--- src/hdl/hrlp_pkg.sv ---
package hrlp_pkg;

  // Version counters saturate at 2^VERSION_WIDTH - 1
  localparam int VERSION_WIDTH = 8;
  localparam int VER_CALC_W    = VERSION_WIDTH + 5;
  localparam logic [VERSION_WIDTH-1:0] VER_MAX = '1;

  typedef logic [VERSION_WIDTH-1:0] ver_t;

  // Depth of the queue between the classifier and the parser
  localparam int FIFO_DEPTH = 2;
  localparam int FIFO_AW    = (FIFO_DEPTH > 1) ? $clog2(FIFO_DEPTH) : 1;
  localparam int FIFO_CW    = $clog2(FIFO_DEPTH + 1);

  localparam logic [7:0] CH_CR    = 8'h0D;
  localparam logic [7:0] CH_LF    = 8'h0A;
  localparam logic [7:0] CH_SP    = 8'h20;
  localparam logic [7:0] CH_SLASH = 8'h2F;
  localparam logic [7:0] CH_DOT   = 8'h2E;
  localparam logic [7:0] CH_H     = 8'h48;
  localparam logic [7:0] CH_T     = 8'h54;
  localparam logic [7:0] CH_P     = 8'h50;
  localparam logic [7:0] CH_A     = 8'h41;
  localparam logic [7:0] CH_Z     = 8'h5A;
  localparam logic [7:0] CH_0     = 8'h30;
  localparam logic [7:0] CH_9     = 8'h39;

  // Method words, first letter in the lowest byte
  localparam logic [3:0][7:0] WORD_GET  = {8'h00, 8'h54, 8'h45, 8'h47};
  localparam logic [3:0][7:0] WORD_POST = {8'h54, 8'h53, 8'h4F, 8'h50};
  localparam logic [3:0][7:0] WORD_HEAD = {8'h44, 8'h41, 8'h45, 8'h48};

  localparam logic [1:0] METH_GET     = 2'd0;
  localparam logic [1:0] METH_POST    = 2'd1;
  localparam logic [1:0] METH_HEAD    = 2'd2;
  localparam logic [1:0] METH_UNKNOWN = 2'd3;

  localparam logic [2:0] LEN_MAX = 3'd5;

  typedef enum logic [2:0] {
    ST_MORE      = 3'd0,
    ST_DONE      = 3'd1,
    ST_BAD_METHOD = 3'd2,
    ST_BAD_URI   = 3'd3,
    ST_BAD_PROTO = 3'd4
  } status_e;

  typedef enum logic [3:0] {
    PH_START, PH_METHOD, PH_SP_URI, PH_URI, PH_SP_PROTO,
    PH_H, PH_HT, PH_HTT, PH_HTTP, PH_MAJ_FIRST, PH_MAJ,
    PH_MIN_FIRST, PH_MIN, PH_SP_TAIL, PH_ALMOST
  } phase_e;

  // Classified byte handed from the front end to the parser
  typedef struct packed {
    logic [7:0] data;
    logic       upper;
    logic       digit;
    logic       sp;
    logic       cr;
    logic       lf;
    logic       slash;
    logic       dot;
    logic       h;
    logic       t;
    logic       p;
  } item_t;

  // Result beat, status in the lowest bits
  typedef struct packed {
    logic       uri_start;
    logic       uri_byte;
    logic [7:0] version_minor;
    logic [7:0] version_major;
    logic [1:0] method_code;
    logic [2:0] status;
  } res_t;

  localparam int RES_W   = $bits(res_t);
  localparam int TDATA_W = ((RES_W + 7) / 8) * 8;

  // v * 10 + d, saturating
  function automatic ver_t ver_push(ver_t v, logic [3:0] d);
    logic [VER_CALC_W-1:0] n;
    n = (VER_CALC_W'(v) << 3) + (VER_CALC_W'(v) << 1) + VER_CALC_W'(d);
    if (n > VER_CALC_W'(VER_MAX)) begin
      return VER_MAX;
    end
    return n[VERSION_WIDTH-1:0];
  endfunction

endpackage

--- src/hdl/hrlp_front.sv ---
module hrlp_front
  import hrlp_pkg::*;
(
  input  logic       clk_i,
  input  logic       rst_ni,
  input  logic       in_valid_i,
  output logic       in_ready_o,
  input  logic [7:0] in_data_i,
  output logic       out_valid_o,
  input  logic       out_ready_i,
  output item_t      out_item_o
);

  logic  valid_q, valid_d;
  item_t item_q, item_d;
  logic  accept;

  assign in_ready_o = !valid_q || out_ready_i;
  assign accept     = in_valid_i && in_ready_o;

  always_comb begin
    item_d.data  = in_data_i;
    item_d.upper = (in_data_i >= CH_A) && (in_data_i <= CH_Z);
    item_d.digit = (in_data_i >= CH_0) && (in_data_i <= CH_9);
    item_d.sp    = (in_data_i == CH_SP);
    item_d.cr    = (in_data_i == CH_CR);
    item_d.lf    = (in_data_i == CH_LF);
    item_d.slash = (in_data_i == CH_SLASH);
    item_d.dot   = (in_data_i == CH_DOT);
    item_d.h     = (in_data_i == CH_H);
    item_d.t     = (in_data_i == CH_T);
    item_d.p     = (in_data_i == CH_P);
  end

  always_comb begin
    valid_d = valid_q;
    if (accept) begin
      valid_d = 1'b1;
    end else if (out_ready_i) begin
      valid_d = 1'b0;
    end
  end

  always_ff @(posedge clk_i or negedge rst_ni) begin
    if (!rst_ni) begin
      valid_q <= 1'b0;
    end else begin
      valid_q <= valid_d;
    end
  end

  always_ff @(posedge clk_i) begin
    if (accept) begin
      item_q <= item_d;
    end
  end

  assign out_valid_o = valid_q;
  assign out_item_o  = item_q;

endmodule

--- src/hdl/hrlp_fifo.sv ---
module hrlp_fifo
  import hrlp_pkg::*;
(
  input  logic  clk_i,
  input  logic  rst_ni,
  input  logic  in_valid_i,
  output logic  in_ready_o,
  input  item_t in_item_i,
  output logic  out_valid_o,
  input  logic  out_ready_i,
  output item_t out_item_o
);

  item_t mem_q [FIFO_DEPTH];
  logic [FIFO_AW-1:0] wr_ptr_q, wr_ptr_d;
  logic [FIFO_AW-1:0] rd_ptr_q, rd_ptr_d;
  logic [FIFO_CW-1:0] cnt_q, cnt_d;
  logic push, pop;

  assign in_ready_o  = (cnt_q != FIFO_CW'(FIFO_DEPTH));
  assign out_valid_o = (cnt_q != '0);
  assign push        = in_valid_i && in_ready_o;
  assign pop         = out_valid_o && out_ready_i;
  assign out_item_o  = mem_q[rd_ptr_q];

  always_comb begin
    wr_ptr_d = wr_ptr_q;
    rd_ptr_d = rd_ptr_q;
    cnt_d    = cnt_q;
    if (push) begin
      wr_ptr_d = (wr_ptr_q == FIFO_AW'(FIFO_DEPTH - 1)) ? '0 : wr_ptr_q + 1'b1;
    end
    if (pop) begin
      rd_ptr_d = (rd_ptr_q == FIFO_AW'(FIFO_DEPTH - 1)) ? '0 : rd_ptr_q + 1'b1;
    end
    if (push && !pop) begin
      cnt_d = cnt_q + 1'b1;
    end else if (pop && !push) begin
      cnt_d = cnt_q - 1'b1;
    end
  end

  always_ff @(posedge clk_i or negedge rst_ni) begin
    if (!rst_ni) begin
      wr_ptr_q <= '0;
      rd_ptr_q <= '0;
      cnt_q    <= '0;
    end else begin
      wr_ptr_q <= wr_ptr_d;
      rd_ptr_q <= rd_ptr_d;
      cnt_q    <= cnt_d;
    end
  end

  always_ff @(posedge clk_i) begin
    if (push) begin
      mem_q[wr_ptr_q] <= in_item_i;
    end
  end

endmodule

--- src/hdl/hrlp_back.sv ---
module hrlp_back
  import hrlp_pkg::*;
(
  input  logic  clk_i,
  input  logic  rst_ni,
  input  logic  in_valid_i,
  output logic  in_ready_o,
  input  item_t in_item_i,
  output logic  out_valid_o,
  input  logic  out_ready_i,
  output res_t  out_res_o
);

  phase_e phase_q, phase_d;
  logic [3:0][7:0] letters_q, letters_d;
  logic [2:0] len_q, len_d;
  logic [1:0] meth_q, meth_d;
  ver_t maj_q, maj_d;
  ver_t min_q, min_d;
  logic ovalid_q, ovalid_d;
  res_t res_q, res_d;

  status_e status_s;
  logic    ub_s, us_s;
  logic    take;
  item_t   c;

  assign c          = in_item_i;
  assign in_ready_o = !ovalid_q || out_ready_i;
  assign take       = in_valid_i && in_ready_o;

  // Per-phase status, URI marks and updates of the method and version state
  always_comb begin
    status_s  = ST_MORE;
    ub_s      = 1'b0;
    us_s      = 1'b0;
    letters_d = letters_q;
    len_d     = len_q;
    meth_d    = meth_q;
    maj_d     = maj_q;
    min_d     = min_q;
    unique case (phase_q)
      PH_START: begin
        if (c.upper) begin
          letters_d = {8'h00, 8'h00, 8'h00, c.data};
          len_d     = 3'd1;
        end else if (!c.cr && !c.lf) begin
          status_s = ST_BAD_METHOD;
        end
      end
      PH_METHOD: begin
        if (c.sp) begin
          priority if (len_q == 3'd3 && letters_q == WORD_GET) begin
            meth_d = METH_GET;
          end else if (len_q >= 3'd4 && letters_q == WORD_POST) begin
            meth_d = METH_POST;
          end else if (len_q >= 3'd4 && letters_q == WORD_HEAD) begin
            meth_d = METH_HEAD;
          end else begin
            meth_d = METH_UNKNOWN;
          end
        end else if (c.upper) begin
          if (len_q < 3'd4) begin
            letters_d[len_q[1:0]] = c.data;
          end
          if (len_q < LEN_MAX) begin
            len_d = len_q + 3'd1;
          end
        end else begin
          status_s = ST_BAD_METHOD;
        end
      end
      PH_SP_URI: begin
        if (c.slash) begin
          ub_s = 1'b1;
          us_s = 1'b1;
        end else if (!c.sp) begin
          status_s = ST_BAD_URI;
        end
      end
      PH_URI: begin
        ub_s = !c.sp;
      end
      PH_SP_PROTO: begin
        if (!c.h && !c.sp) begin
          status_s = ST_BAD_URI;
        end
      end
      PH_H, PH_HT: begin
        if (!c.t) begin
          status_s = ST_BAD_PROTO;
        end
      end
      PH_HTT: begin
        if (!c.p) begin
          status_s = ST_BAD_PROTO;
        end
      end
      PH_HTTP: begin
        if (!c.slash) begin
          status_s = ST_BAD_PROTO;
        end
      end
      PH_MAJ_FIRST: begin
        if (c.digit) begin
          maj_d = ver_push('0, c.data[3:0]);
        end else begin
          status_s = ST_BAD_PROTO;
        end
      end
      PH_MAJ: begin
        if (c.digit) begin
          maj_d = ver_push(maj_q, c.data[3:0]);
        end else if (!c.dot) begin
          status_s = ST_BAD_PROTO;
        end
      end
      PH_MIN_FIRST: begin
        if (c.digit) begin
          min_d = ver_push('0, c.data[3:0]);
        end else begin
          status_s = ST_BAD_PROTO;
        end
      end
      PH_MIN: begin
        if (c.digit) begin
          min_d = ver_push(min_q, c.data[3:0]);
        end else if (c.lf) begin
          status_s = ST_DONE;
        end else if (!c.dot && !c.cr) begin
          status_s = ST_BAD_PROTO;
        end
      end
      PH_SP_TAIL: begin
        if (c.lf) begin
          status_s = ST_DONE;
        end else if (!c.cr && !c.sp) begin
          status_s = ST_BAD_PROTO;
        end
      end
      PH_ALMOST: begin
        status_s = c.lf ? ST_DONE : ST_BAD_PROTO;
      end
      default: begin
        status_s = ST_MORE;
      end
    endcase
  end

  // Next phase; any final status sends the parser back to start
  always_comb begin
    phase_d = phase_q;
    unique case (phase_q)
      PH_START:     if (c.upper) phase_d = PH_METHOD;
      PH_METHOD:    if (c.sp) phase_d = PH_SP_URI;
      PH_SP_URI:    if (c.slash) phase_d = PH_URI;
      PH_URI:       if (c.sp) phase_d = PH_SP_PROTO;
      PH_SP_PROTO:  if (c.h) phase_d = PH_H;
      PH_H:         phase_d = PH_HT;
      PH_HT:        phase_d = PH_HTT;
      PH_HTT:       phase_d = PH_HTTP;
      PH_HTTP:      phase_d = PH_MAJ_FIRST;
      PH_MAJ_FIRST: phase_d = PH_MAJ;
      PH_MAJ:       if (c.dot) phase_d = PH_MIN_FIRST;
      PH_MIN_FIRST: phase_d = PH_MIN;
      PH_MIN: begin
        if (c.dot) begin
          phase_d = PH_SP_TAIL;
        end else if (c.cr) begin
          phase_d = PH_ALMOST;
        end
      end
      PH_SP_TAIL:   if (c.cr) phase_d = PH_ALMOST;
      PH_ALMOST:    phase_d = PH_START;
      default:      phase_d = PH_START;
    endcase
    if (status_s != ST_MORE) begin
      phase_d = PH_START;
    end
  end

  always_comb begin
    res_d.status        = status_s;
    res_d.method_code   = meth_d;
    res_d.version_major = 8'(maj_d);
    res_d.version_minor = 8'(min_d);
    res_d.uri_byte      = ub_s;
    res_d.uri_start     = us_s;
    ovalid_d = ovalid_q;
    if (take) begin
      ovalid_d = 1'b1;
    end else if (out_ready_i) begin
      ovalid_d = 1'b0;
    end
  end

  always_ff @(posedge clk_i or negedge rst_ni) begin
    if (!rst_ni) begin
      phase_q   <= PH_START;
      letters_q <= '0;
      len_q     <= '0;
      meth_q    <= METH_UNKNOWN;
      maj_q     <= '0;
      min_q     <= '0;
      ovalid_q  <= 1'b0;
    end else begin
      ovalid_q <= ovalid_d;
      if (take) begin
        phase_q   <= phase_d;
        letters_q <= letters_d;
        len_q     <= len_d;
        meth_q    <= meth_d;
        maj_q     <= maj_d;
        min_q     <= min_d;
      end
    end
  end

  always_ff @(posedge clk_i) begin
    if (take) begin
      res_q <= res_d;
    end
  end

  assign out_valid_o = ovalid_q;
  assign out_res_o   = res_q;

endmodule

--- src/hdl/http_request_line_parser_unit.sv ---
// Path: a byte accepted on s_axis passes the classifier register, the queue and
//   the result register before its result beat shows on m_axis.
// Throughput: one byte per clock while m_axis_tready does not stall the result register.
// Reset: rst_ni is asynchronous and active low; it empties the pipeline and
//   queue, returns the parser to its start phase with method unknown and
//   both version counts at zero.
module http_request_line_parser_unit
  import hrlp_pkg::*;
(
  input  logic               clk_i,
  input  logic               rst_ni,
  // Byte stream in
  input  logic               s_axis_tvalid,
  output logic               s_axis_tready,
  input  logic [7:0]         s_axis_tdata,   // [7:0] data_byte
  // Result stream out
  output logic               m_axis_tvalid,
  input  logic               m_axis_tready,
  // [2:0] status, [4:3] method_code, [12:5] version_major,
  // [20:13] version_minor, [21] uri_byte, [22] uri_start, [23] zero
  output logic [TDATA_W-1:0] m_axis_tdata
);

  // Front end to queue
  logic  fr_valid, fr_ready;
  item_t fr_item;
  // Queue to parser
  logic  q_valid, q_ready;
  item_t q_item;
  res_t  res;

  // Classify each byte into the flags the parser needs and register them
  hrlp_front u_front (
    .clk_i       (clk_i),
    .rst_ni      (rst_ni),
    .in_valid_i  (s_axis_tvalid),
    .in_ready_o  (s_axis_tready),
    .in_data_i   (s_axis_tdata),
    .out_valid_o (fr_valid),
    .out_ready_i (fr_ready),
    .out_item_o  (fr_item)
  );

  // Decouple the two halves so a stalled sink does not stall the classifier at once
  hrlp_fifo u_fifo (
    .clk_i       (clk_i),
    .rst_ni      (rst_ni),
    .in_valid_i  (fr_valid),
    .in_ready_o  (fr_ready),
    .in_item_i   (fr_item),
    .out_valid_o (q_valid),
    .out_ready_i (q_ready),
    .out_item_o  (q_item)
  );

  // Advance the request-line state machine one byte per beat and hold the result
  hrlp_back u_back (
    .clk_i       (clk_i),
    .rst_ni      (rst_ni),
    .in_valid_i  (q_valid),
    .in_ready_o  (q_ready),
    .in_item_i   (q_item),
    .out_valid_o (m_axis_tvalid),
    .out_ready_i (m_axis_tready),
    .out_res_o   (res)
  );

  // Pad the result up to whole bytes
  assign m_axis_tdata = TDATA_W'(res);

endmodule

--- config.mk ---
export PLATFORM = sky130hd
export DESIGN_NAME = http_request_line_parser_unit
export DESIGN_NICKNAME = d
export VERILOG_FILES = /design/src/hdl/hrlp_pkg.sv /design/src/hdl/hrlp_front.sv /design/src/hdl/hrlp_fifo.sv /design/src/hdl/hrlp_back.sv /design/src/hdl/http_request_line_parser_unit.sv
export SDC_FILE = /design/constraint.sdc
export NUM_CORES = 1
export LEC_CHECK = 0
export BUFFER_PORTS_ARGS = -buffer_cell sky130_fd_sc_hd__clkbuf_2
export CAP_MARGIN = 20
export CORE_AREA = 2 2 107 109
export CTS_CLUSTER_SIZE = 24
export DETAILED_ROUTE_END_ITERATION = 6
export DIE_AREA = 0 0 109 111
export PLACE_DENSITY = 0.84
export SLEW_MARGIN = 30
export SYNTH_ARGS = -nofsm -noshare
export SYNTH_HDL_FRONTEND = slang
export SYNTH_SLANG_ARGS = --single-unit
export TNS_END_PERCENT = 20
--- constraint.sdc ---
create_clock -name clk_i -period 7.5 [get_ports clk_i]
set_input_delay 0.375 -clock clk_i [delete_from_list [all_inputs] [get_ports clk_i]]
set_output_delay 0.375 -clock clk_i [all_outputs]
set_load 0.1 [all_outputs]
==> results of run 1 <==
## layer usage
layer,track usage,share of wire
met1,0.351,0.40
met2,0.449,0.51
met3,0.0547,0.058
met4,0.132,0.031
met5,0,0
## cells in the mapped netlist (all sizes together) (3+ instances only)
| master | n | area share |
|---|---|---|
| dfrtp | 61 | 0.21 |
| a32oi | 3 | 0.0047 |
| buf | 7 | 0.0070 |
| nand3 | 12 | 0.0084 |
| nor3b | 7 | 0.0074 |
| nand2b | 13 | 0.011 |
| a211oi | 6 | 0.0070 |
| mux2 | 24 | 0.038 |
| or3 | 6 | 0.0060 |
| and2 | 5 | 0.0044 |
| mux2i | 6 | 0.0084 |
| fa | 4 | 0.011 |
| o21ai | 46 | 0.033 |
| o22ai | 6 | 0.0061 |
| or4b | 3 | 0.0042 |
| inv | 9 | 0.0047 |
| xor2 | 6 | 0.0074 |
| o2bb2ai | 24 | 0.029 |
| nor4 | 4 | 0.0035 |
| nor2b | 8 | 0.0070 |
| nand2 | 70 | 0.037 |
| and3 | 5 | 0.0044 |
| nor2 | 52 | 0.028 |
| o31ai | 5 | 0.0053 |
| a31oi | 5 | 0.0044 |
| or4 | 5 | 0.0053 |
| nand4b | 3 | 0.0037 |
| a21oi | 26 | 0.018 |
| nor3 | 16 | 0.011 |
| edfxtp | 77 | 0.32 |
| nand3b | 4 | 0.0042 |
| xnor2 | 9 | 0.011 |
| nand4 | 4 | 0.0035 |
| a22oi | 5 | 0.0053 |
| ha | 24 | 0.042 |
| a21o | 7 | 0.0074 |
| clkbuf | 8 | 0.0042 |
| o211ai | 14 | 0.015 |
## cell families (layout without fill, tap and decap cells)
| group | Yosys count | in the layout | synth area share |
|---|---|---|---|
| compound gates | 167 | 167 | 0.160 |
| xor+xnor | 15 | 15 | 0.0184 |
| fa+ha+maj | 28 | 28 | 0.0533 |
| buf+inv | 24 | 81 | 0.0160 |
| flops | 140 | 140 | 0.546 |
| mux | 30 | 30 | 0.0468 |
| other cells | 1 | 1 | 0.000526 |
| simple gates | 224 | 224 | 0.159 |
## metrics by stage
stage	instances	hold WS, ns
finish	829	0.120
CTS	829	0.151
floorplan	629	0.0794
detailed placement	797	0.430
global route	829	0.156
global placement	797	0.426
## worst max-delay path, stage by stage (launching register included)
cell	delay, ns
dfrtp_2	0.71
mux2_2	0.48
ha_1	0.37
and3_1	0.19
o211ai_1	0.18
nor4b_4	0.35
mux2_2	0.38
a32oi_2	0.39
o21ai_0	0.18
o21ai_0	0.24
## state kept, by name (all words and copies together) (netlist names)
| signal | cells |
|---|---|
| u_back.maj_q | 8 |
| u_fifo.mem_q | 36 |
| u_fifo.rd_ptr_q | 1 |
| u_front.out_valid_o | 1 |
| u_front.out_item_o | 18 |
| u_back.meth_q | 2 |
| u_back.phase_q | 4 |
| u_back.min_q | 8 |
| u_back.out_res_o | 23 |
| u_back.letters_q | 32 |
| u_back.len_q | 3 |
| u_fifo.cnt_q | 2 |
| u_back.out_valid_o | 1 |
| u_fifo.wr_ptr_q | 1 |
## worst paths after layout
check | end | slack [ns] | start
worst max-delay path | u_back.out_res_o[9] | 3.83 | u_fifo.rd_ptr_q
worst min-delay path | u_back.out_valid_o | 0.12 | rst_ni
worst max register to register | u_back.out_res_o[9] | 3.83 | u_fifo.rd_ptr_q
worst min register to register | u_fifo.mem_q[1][3] | 0.45 | u_front.out_item_o[3]
max in group asynchronous | u_fifo.rd_ptr_q | 6.77 | rst_ni
min in group clk_i | u_front.out_valid_o | 0.16 | s_axis_tvalid
## layout by cell type, fill, tap and decap left out, types with 5 or more instances in the layout
cell type	n
o2bb2ai_1	24
and3_1	5
nor2b_1	8
a21o_1	7
o21ai_0	38
nor2_1	51
a22oi_1	5
nor3_1	16
a211oi_1	5
xnor2_1	9
nor3b_1	7
xor2_1	6
mux2_2	23
nand3_1	12
o211ai_1	14
nand2_1	70
a21oi_1	26
and2_1	5
inv_6	5
mux2i_1	5
o22ai_1	5
or3_1	5
inv_1	9
dfrtp_1	60
o21ai_1	7
clkbuf_2	36
nand2b_1	13
edfxtp_1	77
or4_1	5
o31ai_1	5
ha_1	24
clkbuf_16	17
a31oi_1	5
## cell type report
class                           instances  area [µm²]
Multi-Input combinational cell        465        3130
Clock buffer                           18         429
Fill cell                             724        3070
Tap cell                              143         179
Sequential cell                       140        3890
Inverter                                9        33.8
Timing Repair Buffer                   40         210
Clock inverter                         14         135
==> impl_metrics.yaml, run 1 <==
global_route:
  grt_max_degree: 64
  grt_pass1_wl_um: 25700
  grt_pass1_vias: 5317
  grt-ovfl-total: 0
  grt_antenna_before_repair: 0
  track_usage: 0.276
cts:
  postCtsSetupBuffers: 0
  cts-buffers-inserted: 17
  holdBufCountCts: 0
  cts_resized: 0
  worstSkewPairLatency_ns: 0.42
  cts_tree: "done"
  cts_root_buffer: "clkbuf_16"
  h-tree-depth: 4
  cts.reportedPaths.clkPinSlew_ns: 0.06
  cts_sinks: 140
  clk_path_buf_depth: 2
final_layout:
  final_area_mm2: 0.00801
  fin_nets: 713
  syn_to_final_growth_pct: 12.3
  fin_util: 0.723
  drive_gt1_frac: 0.163
  diodes: 0
synth:
  yosysSeqAreaShare: 0.546
  synth_cell_type_count: 70
  postSynthNetCount: 669
  synth_seq_cells: 140
  synth_area_mm2: 0.00713
  synthArstFlopShare: 0.450
  synth_edf_count: 77
  synth_cells: 629
  ys_warn_count: 0
  syn_area_per_cell_um2: 11.3
  synth_top_flop_cell: "edfxtp_1"
placement:
  hpwl_um: 10900
  io_buffers: 36
  place_congestion: 0.945
  placed_area_mm2: 0.00744
  dp_slack_ns: 3.58
sta:
  clock_skew_ns: 0.0106
  report.final.setup_viol: 0
  worst_slew_pin_slew_ns: 0.917
  rsz0062_at_grt: "false"
  setup_tns_ns: 0
  min_period_ns: 3.67
  finalMaxSlewViolations: 0
  hold_violations: 0
  clock.fmax_mhz: 272
  setup_slack_ns: 3.83
  worst_slew_margin_rel: 0.389
  period_share: 0.490
worst_setup_path:
  cp.arrival_ns: 3.91
  path_max_fanout: 24
  cp.required_ns: 7.74
  start_kind: "flop"
  crit_path_end_kind: "flop"
  critical_path_class: "reg -> reg"
  r2r_cells: 9
drt:
  final_antenna_net_count: 0
  dr.pass1.iters: 5
  drt-total-wl_um: 15600
  vias: 5369
  drt_iter0_markers: 504
  drc: 0
  wl_per_cell_um: 18.8
  vias_per_cell: 6.48
floorplanning:
  placementRows: 39
  io_pins: 38
  core-area_mm2: 0.0111
  start_util: 0.644
  die_height_um: 111
  die-area_mm2: 0.0121
  dieWidth_um: 109
worst_hold_path:
  hold_path.class: "in -> async"
status:
  status: "finished clean"
job:
  cap_violations: 0
Power of run 1 is not shown: default switching activity piles up to over one toggle a cycle in this logic, so the estimate is an artifact.
==> run 2, diff against run 1 <==
ABC_AREA = 1   (was default)
CORE_AREA = 2 2 118 120   (was 2 2 107 109)
DIE_AREA = 0 0 120 122   (was 0 0 109 111)
PLACE_DENSITY = 0.76   (was 0.84)
clock period = 3.2 ns   (was 7.5 ns; I/O delays follow)
==> impl_metrics.yaml, run 2 <==
status:
  status: "finished clean"
worst_setup_path:
  max_stage_delay_ns: 0.44
  cp.depth: 13
  crit_path_end_kind: "flop"
  cp-endpoint: "u_back.out_res_o[10]"
  critPathTopFamily: "simple AND/OR/NAND/NOR gates"
  cp.arrival_ns: 2.84
  cp-startpoint: "u_fifo.rd_ptr_q"
  path_buf_inv: 2
  crit_path_cell_trace: "inv_2 > nand2_1 > nand2_1 > ha_1 > fa_1 > nand2_1 > inv_1 > o21ai_0 > nor2_1 > o21ai_0 > nand2_1 > nand2_4 > nand3_2"
  cpMaxStageDelayCell: "dfrtp_1"
  cp_common_cell: "nand2_1"
  path_max_fanout: 16
  start_kind: "flop"
  cp.required_ns: 3.36
  r2r_cells: 13
  critical_path_class: "reg -> reg"
  rr_endpoint: "u_back.out_res_o[10]"
  ff2ff_setup_slack_ns: 0.52
  r2r-start: "u_fifo.rd_ptr_q"
final_layout:
  syn_to_final_growth_pct: 14.5
  regMostFlops: "u_fifo.mem_q"
  drive_gt1_frac: 0.131
  final_cell_mix: "nand2_1, inv_1, edfxtp_1"
  fin_nets: 930
  final_cells: 1083
  final_common_cell: "nand2_1"
  diodes: 0
  largest_reg_flops: 36
placement:
  dp_slack_ns: 0.540
  place_congestion: 0.940
  io_buffers: 36
  hpwl_um: 10900
  placed_cells_incl_taps: 1040
floorplanning:
  io_pins: 38
  dieWidth_um: 120
  start_util: 0.546
  die-area_mm2: 0.0146
  die_height_um: 122
  core-area_mm2: 0.0135
  placementRows: 43
synth:
  synth_edf_count: 77
  postSynthNetCount: 869
  yosysSeqAreaShare: 0.528
  synth_top_cell_area_share: 0.314
  synth_most_common_cell: "nand2_1"
  synth_area_mm2: 0.00737
  synthTopCellsByArea: "edfxtp_1, dfrtp_1, nand2_1"
  synthArstFlopShare: 0.450
  syn_area_per_cell_um2: 8.89
  synth_commonest_cells: "nand2_1, inv_1, edfxtp_1"
  synth_seq_cells: 140
  yosysTopAreaCell: "edfxtp_1"
  synth_top_flop_cell: "edfxtp_1"
  synth_cells: 829
  synth_cell_type_count: 49
  ys_warn_count: 0
sta:
  min_period_ns: 2.68
  rsz0062_at_grt: "false"
  hold_violations: 0
  holdWs_ns: 0.289
  finalMaxSlewViolations: 0
  setup_tns_ns: 0
  worst_slew_pin_slew_ns: 0.638
  clock_skew_ns: 0.00850
  setup_slack_ns: 0.525
  worst_slew_margin_rel: 0.574
  clock.fmax_mhz: 374
  report.final.setup_viol: 0
  period_share: 0.836
drt:
  wl_per_cell_um: 14.3
  vias_per_cell: 5.30
  vias: 5744
  final_antenna_net_count: 0
  drt-total-wl_um: 15500
  drt_iter0_markers: 417
  dr.pass1.iters: 6
  drc: 0
global_route:
  track_usage: 0.228
  grt_pass1_vias: 5425
  grt_pass1_wl_um: 26000
  grt-ovfl-total: 0
  grt_antenna_before_repair: 0
  grt_max_degree: 50
cts:
  cts_resized: 0
  cts_sinks: 140
  cts-buffers-inserted: 17
  worstSkewPairLatency_ns: 0.43
  clk_path_buf_depth: 2
  cts_root_buffer: "clkbuf_16"
  cts_tree: "done"
  h-tree-depth: 4
  cts.reportedPaths.clkPinSlew_ns: 0.06
job:
  cap_violations: 0
worst_hold_path:
  hold_path.class: "in -> async"
power_and_ir_drop:
  p_per_area_mw_per_mm2: 1070
  irDropWorstVdd_mv: 0.737
  leakage_nw: 4.00
-- run 2: worst min path at each step --
stage	slack (ns)	start	endpoint	cells past startpoint
after global placement	0.36	m_axis_tready	u_back.out_valid_o	2
final	0.29	rst_ni	u_back.letters_q[15]	2
after CTS	0.30	rst_ni	u_back.letters_q[15]	2
after detailed placement	0.21	rst_ni	u_back.letters_q[7]	1
after global routing	0.37	rst_ni	u_back.letters_q[15]	2
after floorplan	-0.14	rst_ni	u_back.len_q[0]	0
-- run 2: final cells by class --
| class | count | area (µm²) |
|---|---|---|
| multi-input combinational | 566 | 2990 |
| inverter | 111 | 417 |
| fill | 1149 | 5070 |
| clock buffer | 23 | 489 |
| timing repair buffer | 54 | 345 |
| sequential | 140 | 3890 |
| clock inverter | 9 | 82.6 |
| tap | 180 | 225 |
-- run 2: per-stage QoR --
step                power (mW)  utilization  area [µm²]
floorplan                 6.28            -        7370
global placement          7.03        0.574        7750
detailed placement        7.09        0.574        7760
CTS                       9.03        0.625        8440
global route              9.59        0.625        8440
finish                    9.02        0.625        8440
-- run 2: worst register-to-register path, stage by stage (launching register included) --
cell and delay, ns:
dfrtp_1 0.44, inv_2 0.15, nand2_1 0.09, nand2_1 0.11, ha_1 0.24, fa_1 0.39
nand2_1 0.07, inv_1 0.04, o21ai_0 0.19, nor2_1 0.10, o21ai_0 0.23, nand2_1 0.13
nand2_4 0.15, nand3_2 0.09
-- run 2: routing by layer --
layer	GRT usage	share of wire	up-vias
met1	0.314	0.46	2673
met5	0	0	-
met2	0.357	0.47	154
li1	-	-	2894
met3	0.0440	0.050	23
met4	0.0926	0.022	0
-- run 2: what timing repair did --
item	4_1_cts	5_1_grt
hold buffers	11	0
endpoints found under the hold margin	54	0
buffers inserted	0	0
-- run 2: cell families (layout without fill, tap and decap cells) --
group,Yosys count,after routing,synth area share
AOI/OAI and AO/OA,101,101,0.0811
xor gates and xnor gates,10,10,0.0129
adders and majority gates,28,28,0.0516
buffers and inverters,123,197,0.0669
DFF,140,140,0.528
other,1,1,0.000509
and+or+nand+nor,426,426,0.259
-- run 2: report_power, final --
| part | internal (mW) | switching [mW] | leakage, nW | total (mW) |
|---|---|---|---|---|
| Sequential | 2.62 | 0.340 | 1.57 | 2.96 |
| Combinational | 1.02 | 3.13 | 2.14 | 4.16 |
| Clock | 1.16 | 0.742 | 0.288 | 1.90 |
Power figures use the tool's default switching activity.
